**src/rtl/csda_pkg.sv**
```systemverilog
// Shared types, constants and register map for the current sample alarm block.
`timescale 1ns / 1ps

package csda_pkg;

  // Converter sample width.
  localparam int SAMPLE_BITS = 10;

  localparam int ZP_W   = 10;
  localparam int DB_W   = 6;
  localparam int LIM_W  = 13;
  localparam int MAG_W  = 13;
  localparam int LVL_W  = 2;

  localparam int HIST_DEPTH = 3;
  localparam int SUM_W      = MAG_W + 2;

  // Signed compare width that holds sample, zero point and both band edges.
  localparam int CMP_W  = ((SAMPLE_BITS > ZP_W) ? SAMPLE_BITS : ZP_W) + 2;
  localparam int DIST_W = CMP_W - 1;
  localparam int PROD_W = DIST_W + 3;

  localparam logic [MAG_W-1:0] MAG_MAX = {MAG_W{1'b1}};

  // floor(x / 3) == (x * DIV3_MUL) >> DIV3_SHIFT for every x below 2**DIV3_SHIFT.
  localparam int DIV3_SHIFT = SUM_W + 2;
  localparam int DIV3_MUL_I = ((1 << DIV3_SHIFT) + 1) / 3;
  localparam int DIV3_W     = SUM_W + DIV3_SHIFT;
  localparam logic [DIV3_W-1:0] DIV3_MUL = DIV3_W'(DIV3_MUL_I);

  // Configuration port.
  localparam int CFG_AW = 5;
  localparam int CFG_DW = 32;

  typedef enum logic [2:0] {
    REG_ZERO_POINT = 3'd0,
    REG_DEAD_BAND  = 3'd1,
    REG_LOW_LIMIT  = 3'd2,
    REG_MID_LIMIT  = 3'd3,
    REG_HIGH_LIMIT = 3'd4
  } reg_idx_t;

  localparam logic [ZP_W-1:0]  ZP_RST   = ZP_W'(512);
  localparam logic [DB_W-1:0]  DB_RST   = DB_W'(5);
  localparam logic [LIM_W-1:0] LOW_RST  = LIM_W'(1000);
  localparam logic [LIM_W-1:0] MID_RST  = LIM_W'(1500);
  localparam logic [LIM_W-1:0] HIGH_RST = LIM_W'(2000);

  localparam logic [LVL_W-1:0] LVL_NONE = 2'd0;
  localparam logic [LVL_W-1:0] LVL_LOW  = 2'd1;
  localparam logic [LVL_W-1:0] LVL_MID  = 2'd2;
  localparam logic [LVL_W-1:0] LVL_HIGH = 2'd3;

  typedef struct packed {
    logic [ZP_W-1:0]  zero_point;
    logic [DB_W-1:0]  dead_band;
    logic [LIM_W-1:0] low_alarm_limit;
    logic [LIM_W-1:0] mid_alarm_limit;
    logic [LIM_W-1:0] high_alarm_limit;
  } cfg_t;

endpackage

```
**src/rtl/csda_regs.sv**
```systemverilog
// APB configuration registers for the current sample alarm block.
`timescale 1ns / 1ps

module csda_regs (
  input  logic                          clk,
  input  logic                          rst_n,
  input  logic                          psel,
  input  logic                          penable,
  input  logic                          pwrite,
  input  logic [csda_pkg::CFG_AW-1:0]   paddr,
  input  logic [csda_pkg::CFG_DW-1:0]   pwdata,
  output logic [csda_pkg::CFG_DW-1:0]   prdata,
  output logic                          pready,
  output csda_pkg::cfg_t                cfg
);
  import csda_pkg::*;

  cfg_t     cfg_r;
  reg_idx_t idx;
  logic     wr_en;

  assign idx    = reg_idx_t'(paddr[CFG_AW-1:2]);
  assign wr_en  = psel & penable & pwrite;
  assign pready = 1'b1;
  assign cfg    = cfg_r;

  always_ff @(posedge clk) begin
    if (!rst_n) begin
      cfg_r.zero_point       <= ZP_RST;
      cfg_r.dead_band        <= DB_RST;
      cfg_r.low_alarm_limit  <= LOW_RST;
      cfg_r.mid_alarm_limit  <= MID_RST;
      cfg_r.high_alarm_limit <= HIGH_RST;
    end else if (wr_en) begin
      case (idx)
        REG_ZERO_POINT: cfg_r.zero_point       <= pwdata[ZP_W-1:0];
        REG_DEAD_BAND:  cfg_r.dead_band        <= pwdata[DB_W-1:0];
        REG_LOW_LIMIT:  cfg_r.low_alarm_limit  <= pwdata[LIM_W-1:0];
        REG_MID_LIMIT:  cfg_r.mid_alarm_limit  <= pwdata[LIM_W-1:0];
        REG_HIGH_LIMIT: cfg_r.high_alarm_limit <= pwdata[LIM_W-1:0];
        default: ;
      endcase
    end
  end

  always_comb begin
    case (idx)
      REG_ZERO_POINT: prdata = CFG_DW'(cfg_r.zero_point);
      REG_DEAD_BAND:  prdata = CFG_DW'(cfg_r.dead_band);
      REG_LOW_LIMIT:  prdata = CFG_DW'(cfg_r.low_alarm_limit);
      REG_MID_LIMIT:  prdata = CFG_DW'(cfg_r.mid_alarm_limit);
      REG_HIGH_LIMIT: prdata = CFG_DW'(cfg_r.high_alarm_limit);
      default:        prdata = '0;
    endcase
  end

endmodule

```
**src/rtl/current_sample_deadband_average_alarm.sv**
```systemverilog
// Top level: dead band, three-sample average and alarm classing of current samples.
//
//   channel | direction | handshake            | payload
//   in_     | input     | in_valid / in_stall  | in_sample
//   out_    | output    | out_valid / out_stall| out_average_magnitude, out_alarm_level,
//           |           |                      | out_polarity_dot
//   cfg_    | input     | APB psel/penable     | five registers at byte address 4*i
//
// One sample per cycle while out_stall stays low; a result is registered in turn by the input
// register, the magnitude/history stage and the divide-by-3 and classing stage.
// Each stage holds while the one after it is full and stalled, so in_stall follows
// out_stall only when the whole pipe is full. Synchronous active-low reset empties the
// pipe, clears the magnitude history and the dot, and loads register defaults.
`timescale 1ns / 1ps

module current_sample_deadband_average_alarm (
  input  logic                               clk,
  input  logic                               rst_n,
  input  logic                               in_valid,
  output logic                               in_stall,
  input  logic [csda_pkg::SAMPLE_BITS-1:0]   in_sample,
  output logic                               out_valid,
  input  logic                               out_stall,
  output logic [csda_pkg::MAG_W-1:0]         out_average_magnitude,
  output logic [csda_pkg::LVL_W-1:0]         out_alarm_level,
  output logic                               out_polarity_dot,
  input  logic                               cfg_psel,
  input  logic                               cfg_penable,
  input  logic                               cfg_pwrite,
  input  logic [csda_pkg::CFG_AW-1:0]        cfg_paddr,
  input  logic [csda_pkg::CFG_DW-1:0]        cfg_pwdata,
  output logic [csda_pkg::CFG_DW-1:0]        cfg_prdata,
  output logic                               cfg_pready
);
  import csda_pkg::*;

  cfg_t cfg;

  csda_regs u_regs (
    .clk     (clk),
    .rst_n   (rst_n),
    .psel    (cfg_psel),
    .penable (cfg_penable),
    .pwrite  (cfg_pwrite),
    .paddr   (cfg_paddr),
    .pwdata  (cfg_pwdata),
    .prdata  (cfg_prdata),
    .pready  (cfg_pready),
    .cfg     (cfg)
  );

  // Pipeline registers.
  logic                   s0_v_r;
  logic [SAMPLE_BITS-1:0] s0_sample_r;
  logic                   s1_v_r;
  logic [SUM_W-1:0]       s1_sum_r;
  logic                   s1_dot_r;
  logic                   out_v_r;
  logic [MAG_W-1:0]       out_avg_r;
  logic [LVL_W-1:0]       out_lvl_r;
  logic                   out_dot_r;

  logic [MAG_W-1:0]       hist_r [HIST_DEPTH];
  logic                   dot_r;

  logic out_free, s1_free, s0_free;
  logic s0_move, s1_move;

  assign out_free = !out_v_r || !out_stall;
  assign s1_free  = !s1_v_r || out_free;
  assign s0_free  = !s0_v_r || s1_free;
  assign s0_move  = s0_v_r && s1_free;
  assign s1_move  = s1_v_r && out_free;
  assign in_stall = !s0_free;

  // Magnitude stage.
  logic [CMP_W-1:0]  s_ext, zp_ext, db_ext, lo_edge, hi_edge;
  logic              below, above;
  logic [DIST_W-1:0] distance;
  logic [PROD_W-1:0] prod;
  logic [MAG_W-1:0]  mag_nxt;
  logic [SUM_W-1:0]  sum_nxt;
  logic              dot_nxt;

  always_comb begin
    s_ext    = CMP_W'(s0_sample_r);
    zp_ext   = CMP_W'(cfg.zero_point);
    db_ext   = CMP_W'(cfg.dead_band);
    lo_edge  = zp_ext - db_ext;     // may go negative
    hi_edge  = zp_ext + db_ext;
    below    = $signed(s_ext) < $signed(lo_edge);
    above    = s_ext > hi_edge;
    distance = below ? DIST_W'(zp_ext - s_ext) : DIST_W'(s_ext - zp_ext);
    prod     = {distance, 3'b000} - PROD_W'(distance);
    if (!below && !above) begin
      mag_nxt = '0;
    end else if (prod > PROD_W'(MAG_MAX)) begin
      mag_nxt = MAG_MAX;
    end else begin
      mag_nxt = MAG_W'(prod);
    end
    if (below) begin
      dot_nxt = !dot_r;
    end else if (above) begin
      dot_nxt = 1'b1;
    end else begin
      dot_nxt = dot_r;
    end
    sum_nxt = SUM_W'(mag_nxt) + SUM_W'(hist_r[0]) + SUM_W'(hist_r[1]);
  end

  // Average and alarm stage.
  logic [DIV3_W-1:0] quot_prod;
  logic [MAG_W-1:0]  avg_nxt;
  logic [LVL_W-1:0]  lvl_nxt;

  always_comb begin
    quot_prod = DIV3_W'(s1_sum_r) * DIV3_MUL;
    avg_nxt   = MAG_W'(quot_prod[DIV3_W-1:DIV3_SHIFT]);
    if (avg_nxt > cfg.low_alarm_limit && avg_nxt <= cfg.mid_alarm_limit) begin
      lvl_nxt = LVL_LOW;
    end else if (avg_nxt > cfg.mid_alarm_limit && avg_nxt <= cfg.high_alarm_limit) begin
      lvl_nxt = LVL_MID;
    end else if (avg_nxt > cfg.high_alarm_limit) begin
      lvl_nxt = LVL_HIGH;
    end else begin
      lvl_nxt = LVL_NONE;
    end
  end

  always_ff @(posedge clk) begin
    if (!rst_n) begin
      s0_v_r  <= 1'b0;
      s1_v_r  <= 1'b0;
      out_v_r <= 1'b0;
      dot_r   <= 1'b0;
      for (int i = 0; i < HIST_DEPTH; i++) begin
        hist_r[i] <= '0;
      end
    end else begin
      if (s0_free) begin
        s0_v_r <= in_valid;
      end
      if (s1_free) begin
        s1_v_r <= s0_v_r;
      end
      if (out_free) begin
        out_v_r <= s1_v_r;
      end
      // history and dot advance once per transaction, when it leaves stage 0
      if (s0_move) begin
        dot_r     <= dot_nxt;
        hist_r[0] <= mag_nxt;
        for (int i = 1; i < HIST_DEPTH; i++) begin
          hist_r[i] <= hist_r[i-1];
        end
      end
    end
  end

  // Payload registers.
  always_ff @(posedge clk) begin
    if (s0_free && in_valid) begin
      s0_sample_r <= in_sample;
    end
    if (s0_move) begin
      s1_sum_r <= sum_nxt;
      s1_dot_r <= dot_nxt;
    end
    if (s1_move) begin
      out_avg_r <= avg_nxt;
      out_lvl_r <= lvl_nxt;
      out_dot_r <= s1_dot_r;
    end
  end

  assign out_valid             = out_v_r;
  assign out_average_magnitude = out_avg_r;
  assign out_alarm_level       = out_lvl_r;
  assign out_polarity_dot      = out_dot_r;

endmodule

```
**config.mk**
```make
export PLATFORM = sky130hd
export DESIGN_NAME = current_sample_deadband_average_alarm
export DESIGN_NICKNAME = d
export VERILOG_FILES = /design/src/rtl/csda_pkg.sv /design/src/rtl/csda_regs.sv /design/src/rtl/current_sample_deadband_average_alarm.sv
export SDC_FILE = /design/constraint.sdc
export NUM_CORES = 1
export LEC_CHECK = 0
export BUFFER_PORTS_ARGS = -buffer_cell sky130_fd_sc_hd__buf_4
export CAP_MARGIN = 5
export CORE_MARGIN = 2
export CORE_UTILIZATION = 56
export DETAILED_ROUTE_END_ITERATION = 16
export PLACE_DENSITY = 0.78
export SYNTH_ARGS = -nofsm -noshare
export SYNTH_HDL_FRONTEND = slang
export SYNTH_SLANG_ARGS = --single-unit
export TNS_END_PERCENT = 1
```
**constraint.sdc**
```tcl
create_clock -name clk -period 8.45 [get_ports clk]
set_input_delay 1.2675 -clock clk [delete_from_list [all_inputs] [get_ports clk]]
set_output_delay 1.2675 -clock clk [all_outputs]
set_load 0.03 [all_outputs]
```
==> results of run 1 <==
[final cells by class]
class	instances	area (um2)	area share
sequential	127	3223	0.2226
timing repair buffer	110	825.8	0.05703
clock inverter	12	117.6	0.008122
inverter	189	709.4	0.04899
multi-input combinational	993	8767	0.6055
tap	285	356.6	0.02463
clock buffer	20	480.5	0.03318
[logic make-up after synthesis]
kind of cell / count (synthesis) / share of synthesized area
AND/OR/NAND/NOR: 316 / 0.1205
adder cells (fa/ha/maj): 293 / 0.3307
AO/OA/AOI/OAI: 288 / 0.1600
buffers and inverters: 249 / 0.08098
flip-flops: 127 / 0.2498
XOR/XNOR: 57 / 0.04248
multiplexers: 19 / 0.01494
other: 2 / 0.0005821
[routing by layer]
metal  up-vias  part of all wire  routed length (um)
li1       4813                 -                   -
met1      4730              0.43               12840
met2       313              0.50               14700
met3        41             0.053                1576
met4         0             0.018                 529
met5         -                 0                   0
[state kept, by name, indices dropped and copies added (netlist names)]
name and count:
dot_r 1, hist_r 26, out_alarm_level 2, out_average_magnitude 13, out_polarity_dot 1, out_valid 1
s0_sample_r 10, s0_v_r 1, s1_dot_r 1, s1_sum_r 15, s1_v_r 1, u_regs.cfg 55
[final timing paths]
check,from,to,slack [ns],cells after the start
worst max register to register,s1_sum_r[9],out_alarm_level[0],0.36,27
worst max-delay path,s1_sum_r[9],out_alarm_level[0],0.36,27
worst min register to register,s1_dot_r,out_polarity_dot,0.42,0
worst min-delay path,s1_dot_r,out_polarity_dot,0.42,0
[critical path, cell delays in order, from the launching register on]
cell	delay, ns
sky130_fd_sc_hd__edfxtp_1	0.43
sky130_fd_sc_hd__ha_1	0.40
sky130_fd_sc_hd__inv_1	0.09
sky130_fd_sc_hd__fa_1	0.50
sky130_fd_sc_hd__fa_1	0.52
sky130_fd_sc_hd__inv_1	0.06
sky130_fd_sc_hd__fa_1	0.48
sky130_fd_sc_hd__fa_1	0.57
sky130_fd_sc_hd__fa_1	0.43
sky130_fd_sc_hd__ha_1	0.32
sky130_fd_sc_hd__a21o_1	0.16
sky130_fd_sc_hd__a21o_1	0.17
sky130_fd_sc_hd__a221o_1	0.37
sky130_fd_sc_hd__a222oi_1	0.28
sky130_fd_sc_hd__buf_4	0.19
sky130_fd_sc_hd__a21oi_1	0.09
sky130_fd_sc_hd__a221o_1	0.34
sky130_fd_sc_hd__and2_1	0.19
sky130_fd_sc_hd__o21a_1	0.19
sky130_fd_sc_hd__o21a_1	0.22
sky130_fd_sc_hd__o41a_1	0.33
sky130_fd_sc_hd__xnor2_1	0.16
sky130_fd_sc_hd__ha_1	0.35
sky130_fd_sc_hd__nand4_1	0.10
sky130_fd_sc_hd__nor4_1	0.27
sky130_fd_sc_hd__buf_4	0.17
sky130_fd_sc_hd__a211oi_1	0.05
sky130_fd_sc_hd__o41ai_1	0.46
[cells in the final DEF (no fill, tap or decap), types with 11 or more instances in the layout]
cell type / n
sky130_fd_sc_hd__inv_1: 189
sky130_fd_sc_hd__dfxtp_1: 59
sky130_fd_sc_hd__nand2b_1: 13
sky130_fd_sc_hd__clkbuf_16: 19
sky130_fd_sc_hd__buf_4: 110
sky130_fd_sc_hd__nor2_1: 56
sky130_fd_sc_hd__mux2i_1: 17
sky130_fd_sc_hd__a22oi_1: 13
sky130_fd_sc_hd__nand2_1: 110
sky130_fd_sc_hd__o22ai_1: 11
sky130_fd_sc_hd__nand3_1: 25
sky130_fd_sc_hd__xnor2_1: 43
sky130_fd_sc_hd__nor3_1: 11
sky130_fd_sc_hd__o211ai_1: 22
sky130_fd_sc_hd__o21a_1: 33
sky130_fd_sc_hd__ha_1: 213
sky130_fd_sc_hd__a21boi_0: 31
sky130_fd_sc_hd__a21oi_1: 42
sky130_fd_sc_hd__and2_1: 20
sky130_fd_sc_hd__o21ai_0: 35
sky130_fd_sc_hd__nor2b_1: 29
sky130_fd_sc_hd__conb_1: 20
sky130_fd_sc_hd__edfxtp_1: 68
sky130_fd_sc_hd__fa_1: 80
sky130_fd_sc_hd__a21o_1: 20
[what timing repair did]
| item | 4_1_cts | 5_1_grt |
|---|---|---|
| hold buffers | 0 | 0 |
| pin swaps | 0 | 5 |
| setup buffers | 1 | 6 |
| gates resized for setup | 2 | 19 |
| endpoints found under the setup margin | 3 | 9 |
[per-stage QoR]
stage / hold slack, ns / utilization / setup TNS [ns]
2_1_floorplan: 0.4003 / - / 0
3_3_place_gp: 0.4238 / 0.6079 / 0
3_5_place_dp: 0.4142 / 0.6079 / 0
4_1_cts: 0.4193 / 0.6350 / 0
5_1_grt: 0.4351 / 0.6396 / -0.005690
6_report: 0.4187 / 0.6396 / 0
[Yosys cell counts, drive strengths merged (3+ instances only)]
| cell type | n | share of area |
|---|---|---|
| a2111oi | 3 | 0.0020 |
| nand4 | 9 | 0.0044 |
| o21bai | 4 | 0.0023 |
| and3 | 7 | 0.0034 |
| clkbuf | 31 | 0.0090 |
| and2 | 20 | 0.0097 |
| xor2 | 11 | 0.0095 |
| inv | 189 | 0.055 |
| o31ai | 3 | 0.0032 |
| buf | 29 | 0.017 |
| ha | 213 | 0.21 |
| nor4 | 9 | 0.0055 |
| o21ba | 8 | 0.0062 |
| o2111ai | 4 | 0.0027 |
| a211oi | 6 | 0.0035 |
| nand2b | 13 | 0.0063 |
| a211o | 3 | 0.0021 |
| a22oi | 13 | 0.0076 |
| nor3 | 14 | 0.0062 |
| or2 | 9 | 0.0044 |
| xnor2 | 46 | 0.033 |
| a21oi | 47 | 0.018 |
| or3 | 5 | 0.0024 |
| nor2b | 29 | 0.014 |
| fa | 80 | 0.12 |
| a31oi | 6 | 0.0029 |
| o21a | 34 | 0.020 |
| edfxtp | 68 | 0.16 |
| nand3 | 26 | 0.010 |
| o31a | 3 | 0.0020 |
| dfxtp | 59 | 0.092 |
| a21o | 20 | 0.012 |
| o211ai | 23 | 0.014 |
| nor2 | 56 | 0.016 |
| nand2 | 112 | 0.033 |
| o21ai | 43 | 0.018 |
| a311oi | 3 | 0.0030 |
| o32ai | 3 | 0.0020 |
| a21boi | 34 | 0.020 |
| o22ai | 11 | 0.0053 |
| mux2i | 17 | 0.013 |
==> impl_metrics.ini, run 1 <==
[final_layout]
drive_above_1_share = 0.1316
n_antenna_cell = 0
stdcell_area_um2 = 14480
synthToLayoutAreaGrowth_pct = 12.24
nets = 1785
layoutNonFillerInstCount = 1736
num-fill-cells = 1776

[routing]
routed_wire_length_per_instance_um = 17.07
remaining_drc_errors = 0
drt_wl_total_um = 29640
drc_violation_total_after_the_first_tritonroute_iteration = 603
vias = 9897
detail_route.vias_per_cell = 5.701
antenna_left = 0
drtPass1Iterations = 5

[timing]
report.final.setup_viol = 0
timing.clock.skew_ns = 0.01651
timing.final.ws_setup_ns = 0.3575
finalMaxSlewViolations = 0
max_clock_freq_ghz = 0.1236
hold_viol_final = 0
timing.slew.headroom = 0.2853
min_period_ns = 8.093
max_slew.worst_pin.slew_ns = 1.069
fin_crit_sh = 0.9577

[global_routing]
grt_pass1_wl_um = 48140
grt_busiest_layer = met2
vias_in_the_first_global_route = 9881
global_router_s_overall_resource_usage = 0.2509
grt_util_met2 = 0.4397
global_route.usage.met3 = 0.04028
gr-total-overflow = 0
antenna_violations_before_repair = 0
grt_start_max_net_pins = 62
grt.met1_usage = 0.3208

[run]
max_cap_viol_count = 0

[yosys]
total_of_flip_flops_plus_latches_after_synthesis = 127
yosysUniqueCellTypes = 80
post_synth_instance_area_um2 = 12900
synthesis.instances = 1351
synth_top_flop_cell = sky130_fd_sc_hd__edfxtp_1
yosysSeqAreaShare = 0.2498
syn_avg_cell_area_um2 = 9.549
yosys_warnings = 0
synth_enable_flop_cells = 68
async_reset_ff_frac = 0

[setup_path]
timing_worst_setup_path_type = flop to flop
crit_fanout = 4
crit_path_start_kind = flop
critPathCaptureType = flop
cp.arrival_ns = 8.30
timing.critical_path.required_ns = 8.66

[clock_tree]
cts_tree = yes
worst_skew_pair.late_latency_ns = 0.44
cts.clk_slew.worst_paths_ns = 0.06
number_of_buffers_created_by_cts = 17
cts-htree-levels = 4
cts_max_path_buffers = 2
cts_sinks = 127
cts_root_buffer = sky130_fd_sc_hd__clkbuf_16

[floorplanning]
row_count = 55
die-width_um = 155.8
design.die.area_um2 = 24270
ios = 105
core_area_um2 = 22640
die_height_um = 155.8
start_util = 0.5698

[place]
placed_cell_area_um2 = 13760
post-place-ws_ns = 0.006555
place_inst = 1697
routabilityCongestion = 0.9419
detailed_place_hpwl_um = 23510
port_buffers = 63

[status]
outcome = finished, final reports clean

[min_path]
worstHoldPathType = flop to flop
Power of run 1 is left out: the tool's default activity adds up to more than one toggle a clock period on the data nets, which glitch-free logic cannot reach.
==> run 2: changes to the inputs <==
--- a/config.mk
+++ b/config.mk
@@ -8,9 +8,10 @@
 export BUFFER_PORTS_ARGS = -buffer_cell sky130_fd_sc_hd__buf_4
 export CAP_MARGIN = 5
 export CORE_MARGIN = 2
-export CORE_UTILIZATION = 56
+export CORE_UTILIZATION = 40
+export CTS_CLUSTER_DIAMETER = 200
 export DETAILED_ROUTE_END_ITERATION = 16
-export PLACE_DENSITY = 0.78
+export PLACE_DENSITY = 0.59
 export SYNTH_ARGS = -nofsm -noshare
 export SYNTH_HDL_FRONTEND = slang
 export SYNTH_SLANG_ARGS = --single-unit
==> impl_metrics.ini, run 2 (synthesis results as in run 1) <==
[floorplanning]
die-width_um = 183.6
core_area_um2 = 31640
design.die.area_um2 = 33710
start_util = 0.4078
ios = 105
row_count = 65
die_height_um = 183.6

[run]
max_cap_viol_count = 0

[setup_path]
critPathCaptureType = flop
timing.critical_path.required_ns = 8.67
timing.critical_path.buf_inv = 3
worst_setup_path_startpoint = s1_sum_r[2]
slowest_stage = sky130_fd_sc_hd__a2111oi_0
path_common_cell = sky130_fd_sc_hd__fa_1
timing_worst_setup_path_type = flop to flop
rr_startpoint = s1_sum_r[2]
crit_path_start_kind = flop
crit_fanout = 4
critical_path.max_stage_delay_ns = 0.71
critical_path.top_delay_family = adder cells
cp.arrival_ns = 8.34

[final_layout]
nets = 1771
area_of_the_multi_input_gates_um2 = 8781
largest_reg_flops = 55
stdcell_area_um2 = 14560
num-fill-cells = 3048
synthToLayoutAreaGrowth_pct = 12.84
layoutNonFillerInstCount = 1840
most_frequent_standard_cell_in_the_layout_excluding_fill_and_tap_cells = sky130_fd_sc_hd__ha_1
register_area_um2 = 3224
layout_common_cells = sky130_fd_sc_hd__ha_1, sky130_fd_sc_hd__inv_1, sky130_fd_sc_hd__nand2_1
drive_above_1_share = 0.1239

[global_routing]
grt_start_max_net_pins = 62
global_router_s_overall_resource_usage = 0.1798
gr-total-overflow = 0
grt_pass1_wl_um = 48000
antenna_violations_before_repair = 0
vias_in_the_first_global_route = 9420

[clock_tree]
cts_tree = yes
cts_sinks = 127
cts_max_path_buffers = 2
cts.clk_slew.worst_paths_ns = 0.07
cts_root_buffer = sky130_fd_sc_hd__clkbuf_16
cts-htree-levels = 4
worst_skew_pair.late_latency_ns = 0.43
number_of_buffers_created_by_cts = 17
hold_buffers = 0

[place]
detailed_place_hpwl_um = 24010
place_inst = 1806
port_buffers = 63
routabilityCongestion = 0.9139
placed_cell_area_um2 = 13850
post-place-ws_ns = 0.05916

[timing]
timing.clock.skew_ns = 0.01703
grt_setup_unrepaired = yes
timing.final.ws_setup_ns = 0.3285
hold_viol_final = 0
timing.slew.headroom = 0.3103
finalMaxSlewViolations = 0
holdWs_ns = 0.4653
max_clock_freq_ghz = 0.1231
min_period_ns = 8.122
fin_crit_sh = 0.9611
report.final.setup_viol = 0
max_slew.worst_pin.slew_ns = 1.032

[min_path]
worstHoldPathType = flop to flop
hold_path_startpoint = u_regs.cfg[28]

[routing]
detail_route.vias_per_cell = 5.154
routed_wire_length_per_instance_um = 16.01
drt_wl_total_um = 29460
drtPass1Iterations = 5
remaining_drc_errors = 0
vias = 9484
antenna_left = 0
drc_violation_total_after_the_first_tritonroute_iteration = 458

[status]
outcome = finished, final reports clean
[run 2: routing by layer]
| layer | up-vias | global-route usage | part of all wire |
|---|---|---|---|
| li1 | 4779 | - | - |
| met1 | 4508 | 0.2491 | 0.47 |
| met2 | 168 | 0.2978 | 0.47 |
| met3 | 29 | 0.02001 | 0.041 |
| met4 | 0 | 0.04960 | 0.017 |
| met5 | - | 0 | 0 |
[run 2: per-stage QoR]
step                setup TNS [ns]    util
floorplan                        0       -
global placement                 0  0.4378
detailed placement               0  0.4378
CTS                              0  0.4573
global route               -0.2441  0.4601
finish                           0  0.4602
[run 2: final timing paths]
path,to,slack [ns],cells after the start
worst min register to register,u_regs.cfg[28],0.47,2
worst max register to register,out_alarm_level[0],0.33,26
worst min-delay path,u_regs.cfg[28],0.47,2
worst max-delay path,out_alarm_level[0],0.33,26
[run 2: what timing repair did]
item / in CTS / in global routing
setup endpoints to repair: 0 / 9
buffers inserted: 0 / 1
gates resized for setup: 0 / 21
[run 2: area by class of cell]
| type | instances | area share |
|---|---|---|
| Multi-Input combinational cell | 993 | 0.6032 |
| Antenna cell | 1 | 0.0001719 |
| Clock buffer | 23 | 0.03593 |
| Clock inverter | 9 | 0.006446 |
| Tap cell | 402 | 0.03455 |
| Inverter | 189 | 0.04873 |
| Sequential cell | 127 | 0.2215 |
| Timing Repair Buffer | 96 | 0.04951 |
[run 2: worst min-delay path, stage by stage, from the launching register on]
cell	delay, ns
sky130_fd_sc_hd__dfxtp_1	0.31
sky130_fd_sc_hd__nand2_1	0.05
sky130_fd_sc_hd__a21boi_0	0.06
Power of run 2 is left out for the same reason.
==> run 3: changes to the inputs <==
--- a/config.mk
+++ b/config.mk
@@ -11,7 +11,7 @@
 export CORE_UTILIZATION = 40
 export CTS_CLUSTER_DIAMETER = 200
 export DETAILED_ROUTE_END_ITERATION = 16
-export PLACE_DENSITY = 0.59
+export PLACE_DENSITY = 0.57
 export SYNTH_ARGS = -nofsm -noshare
 export SYNTH_HDL_FRONTEND = slang
 export SYNTH_SLANG_ARGS = --single-unit
==> constraint.sdc (replaced) <==
create_clock -name clk -period 7.76 [get_ports clk]
set_input_delay 1.164 -clock clk [delete_from_list [all_inputs] [get_ports clk]]
set_output_delay 1.164 -clock clk [all_outputs]
set_load 0.03 [all_outputs]
==> impl_metrics.ini, run 3 (synthesis results as in run 1) <==
[final_layout]
drive_above_1_share = 0.2179
stdcell_area_um2 = 15670
num-fill-cells = 2954
synthToLayoutAreaGrowth_pct = 21.45
largest_reg_flops = 55
layout_common_cells = sky130_fd_sc_hd__ha_1, sky130_fd_sc_hd__buf_4, sky130_fd_sc_hd__inv_1
most_frequent_standard_cell_in_the_layout_excluding_fill_and_tap_cells = sky130_fd_sc_hd__ha_1
register_area_um2 = 3228
area_of_the_multi_input_gates_um2 = 9070
nets = 1876

[clock_tree]
cts_sinks = 127
cts_tree = yes
number_of_buffers_created_by_cts = 17
cts-htree-levels = 4
cts_root_buffer = sky130_fd_sc_hd__clkbuf_16
cts_max_path_buffers = 2
cts.clk_slew.worst_paths_ns = 0.06
worst_skew_pair.late_latency_ns = 0.43

[min_path]
hold-path-cell-count = 0
worstHoldPathType = flop to flop
hold_path_startpoint = s1_dot_r

[setup_path]
timing.critical_path.required_ns = 7.92
crit_fanout = 2
critPathCaptureType = flop
rr_startpoint = s1_sum_r[9]
worst_setup_path_startpoint = s1_sum_r[9]
reg2reg_depth = 25
timing_worst_setup_path_type = flop to flop
crit_path_start_kind = flop
cp.arrival_ns = 7.69

[routing]
drtPass1Iterations = 5
drc_violation_total_after_the_first_tritonroute_iteration = 518
antenna_left = 0
remaining_drc_errors = 0
routed_wire_length_per_instance_um = 15.91
drt_wl_total_um = 30940
detail_route.vias_per_cell = 5.086
vias = 9893

[global_routing]
grt_start_max_net_pins = 62
global_router_s_overall_resource_usage = 0.1884
vias_in_the_first_global_route = 9725
grt_pass1_wl_um = 49940
antenna_violations_before_repair = 0
gr-total-overflow = 0

[timing]
finalMaxSlewViolations = 0
grt_setup_unrepaired = yes
fin_crit_sh = 0.9706
hold_viol_final = 0
report.final.setup_viol = 0
max_slew.worst_pin.slew_ns = 1.052
min_period_ns = 7.532
max_clock_freq_ghz = 0.1328
timing.final.ws_setup_ns = 0.2278
timing.slew.headroom = 0.2969
timing.clock.skew_ns = 0.01616

[floorplanning]
core_area_um2 = 31640
start_util = 0.4078
design.die.area_um2 = 33710
die_height_um = 183.6
ios = 105
die-width_um = 183.6
row_count = 65

[status]
outcome = finished, final reports clean

[place]
placed_cell_area_um2 = 14550
detailed_place_hpwl_um = 24980
routabilityCongestion = 0.9369
port_buffers = 63
post-place-ws_ns = -0.2737

[run]
max_cap_viol_count = 0
[run 3: cell count changes in the layout (fill, tap and decap cells not counted), sizes merged]
cell | before | now
buf | 96 | 201
clkinvlp | 0 | 1
clkbuf | 23 | 22
inv | 192 | 197
clkinv | 5 | 0
[run 3: final timing paths]
check                                          end  slack (ns)
worst max-delay path            out_alarm_level[1]        0.23
worst min register to register    out_polarity_dot        0.43
worst max register to register  out_alarm_level[1]        0.23
worst min-delay path              out_polarity_dot        0.43
[run 3: area by class of cell]
class | instances | area share
Antenna cell | 1 | 0.0001597
Clock buffer | 22 | 0.03314
Clock inverter | 10 | 0.006708
Inverter | 189 | 0.04544
Multi-Input combinational cell | 993 | 0.5789
Sequential cell | 127 | 0.2060
Tap cell | 402 | 0.03210
Timing Repair Buffer | 201 | 0.09758
[run 3: metrics by stage]
stage / setup TNS, ns / utilization / hold slack, ns / std cells
6_report: 0 / 0.4953 / 0.4275 / 1945
3_5_place_dp: -0.9897 / 0.4600 / 0.4186 / 1897
4_1_cts: 0 / 0.4829 / 0.4312 / 1935
5_1_grt: -0.2674 / 0.4952 / 0.4472 / 1944
3_3_place_gp: -0.7684 / 0.4600 / 0.4373 / 1897
2_1_floorplan: 0 / - / 0.4003 / 1369
[run 3: worst max-delay path: stages, from the launching register on]
cell,delay (ns)
sky130_fd_sc_hd__edfxtp_1,0.43
sky130_fd_sc_hd__ha_4,0.29
sky130_fd_sc_hd__inv_1,0.05
sky130_fd_sc_hd__fa_1,0.50
sky130_fd_sc_hd__fa_1,0.52
sky130_fd_sc_hd__inv_1,0.05
sky130_fd_sc_hd__fa_1,0.46
sky130_fd_sc_hd__fa_1,0.49
sky130_fd_sc_hd__fa_1,0.55
sky130_fd_sc_hd__ha_4,0.22
sky130_fd_sc_hd__a21o_1,0.15
sky130_fd_sc_hd__a21o_1,0.17
sky130_fd_sc_hd__a221o_1,0.38
sky130_fd_sc_hd__a222oi_1,0.42
sky130_fd_sc_hd__a21oi_2,0.14
sky130_fd_sc_hd__a221o_1,0.33
sky130_fd_sc_hd__and2_1,0.18
sky130_fd_sc_hd__o21a_1,0.18
sky130_fd_sc_hd__o21a_1,0.19
sky130_fd_sc_hd__o41a_1,0.35
sky130_fd_sc_hd__xnor2_2,0.18
sky130_fd_sc_hd__ha_1,0.33
sky130_fd_sc_hd__nand4_1,0.10
sky130_fd_sc_hd__nor4_1,0.30
sky130_fd_sc_hd__a211oi_1,0.14
sky130_fd_sc_hd__o21bai_1,0.20
[run 3: metal layers]
metal  vias up  global-route usage  wire length (um)
li1       4985                   -                 -
met1      4724              0.2498             14390
met2       153              0.3141             14790
met3        31             0.03823              1290
met4         0             0.04768               463
met5         -                   0                 0
[run 3: repair_timing]
item	4_1_cts	5_1_grt
hold buffers	0	0
cloned	0	0
pin swaps	10	45
endpoints found under the hold margin	0	0
setup endpoints to repair	6	9
gates resized for setup	18	67
setup buffers	6	10
Power of run 3 is left out for the same reason.
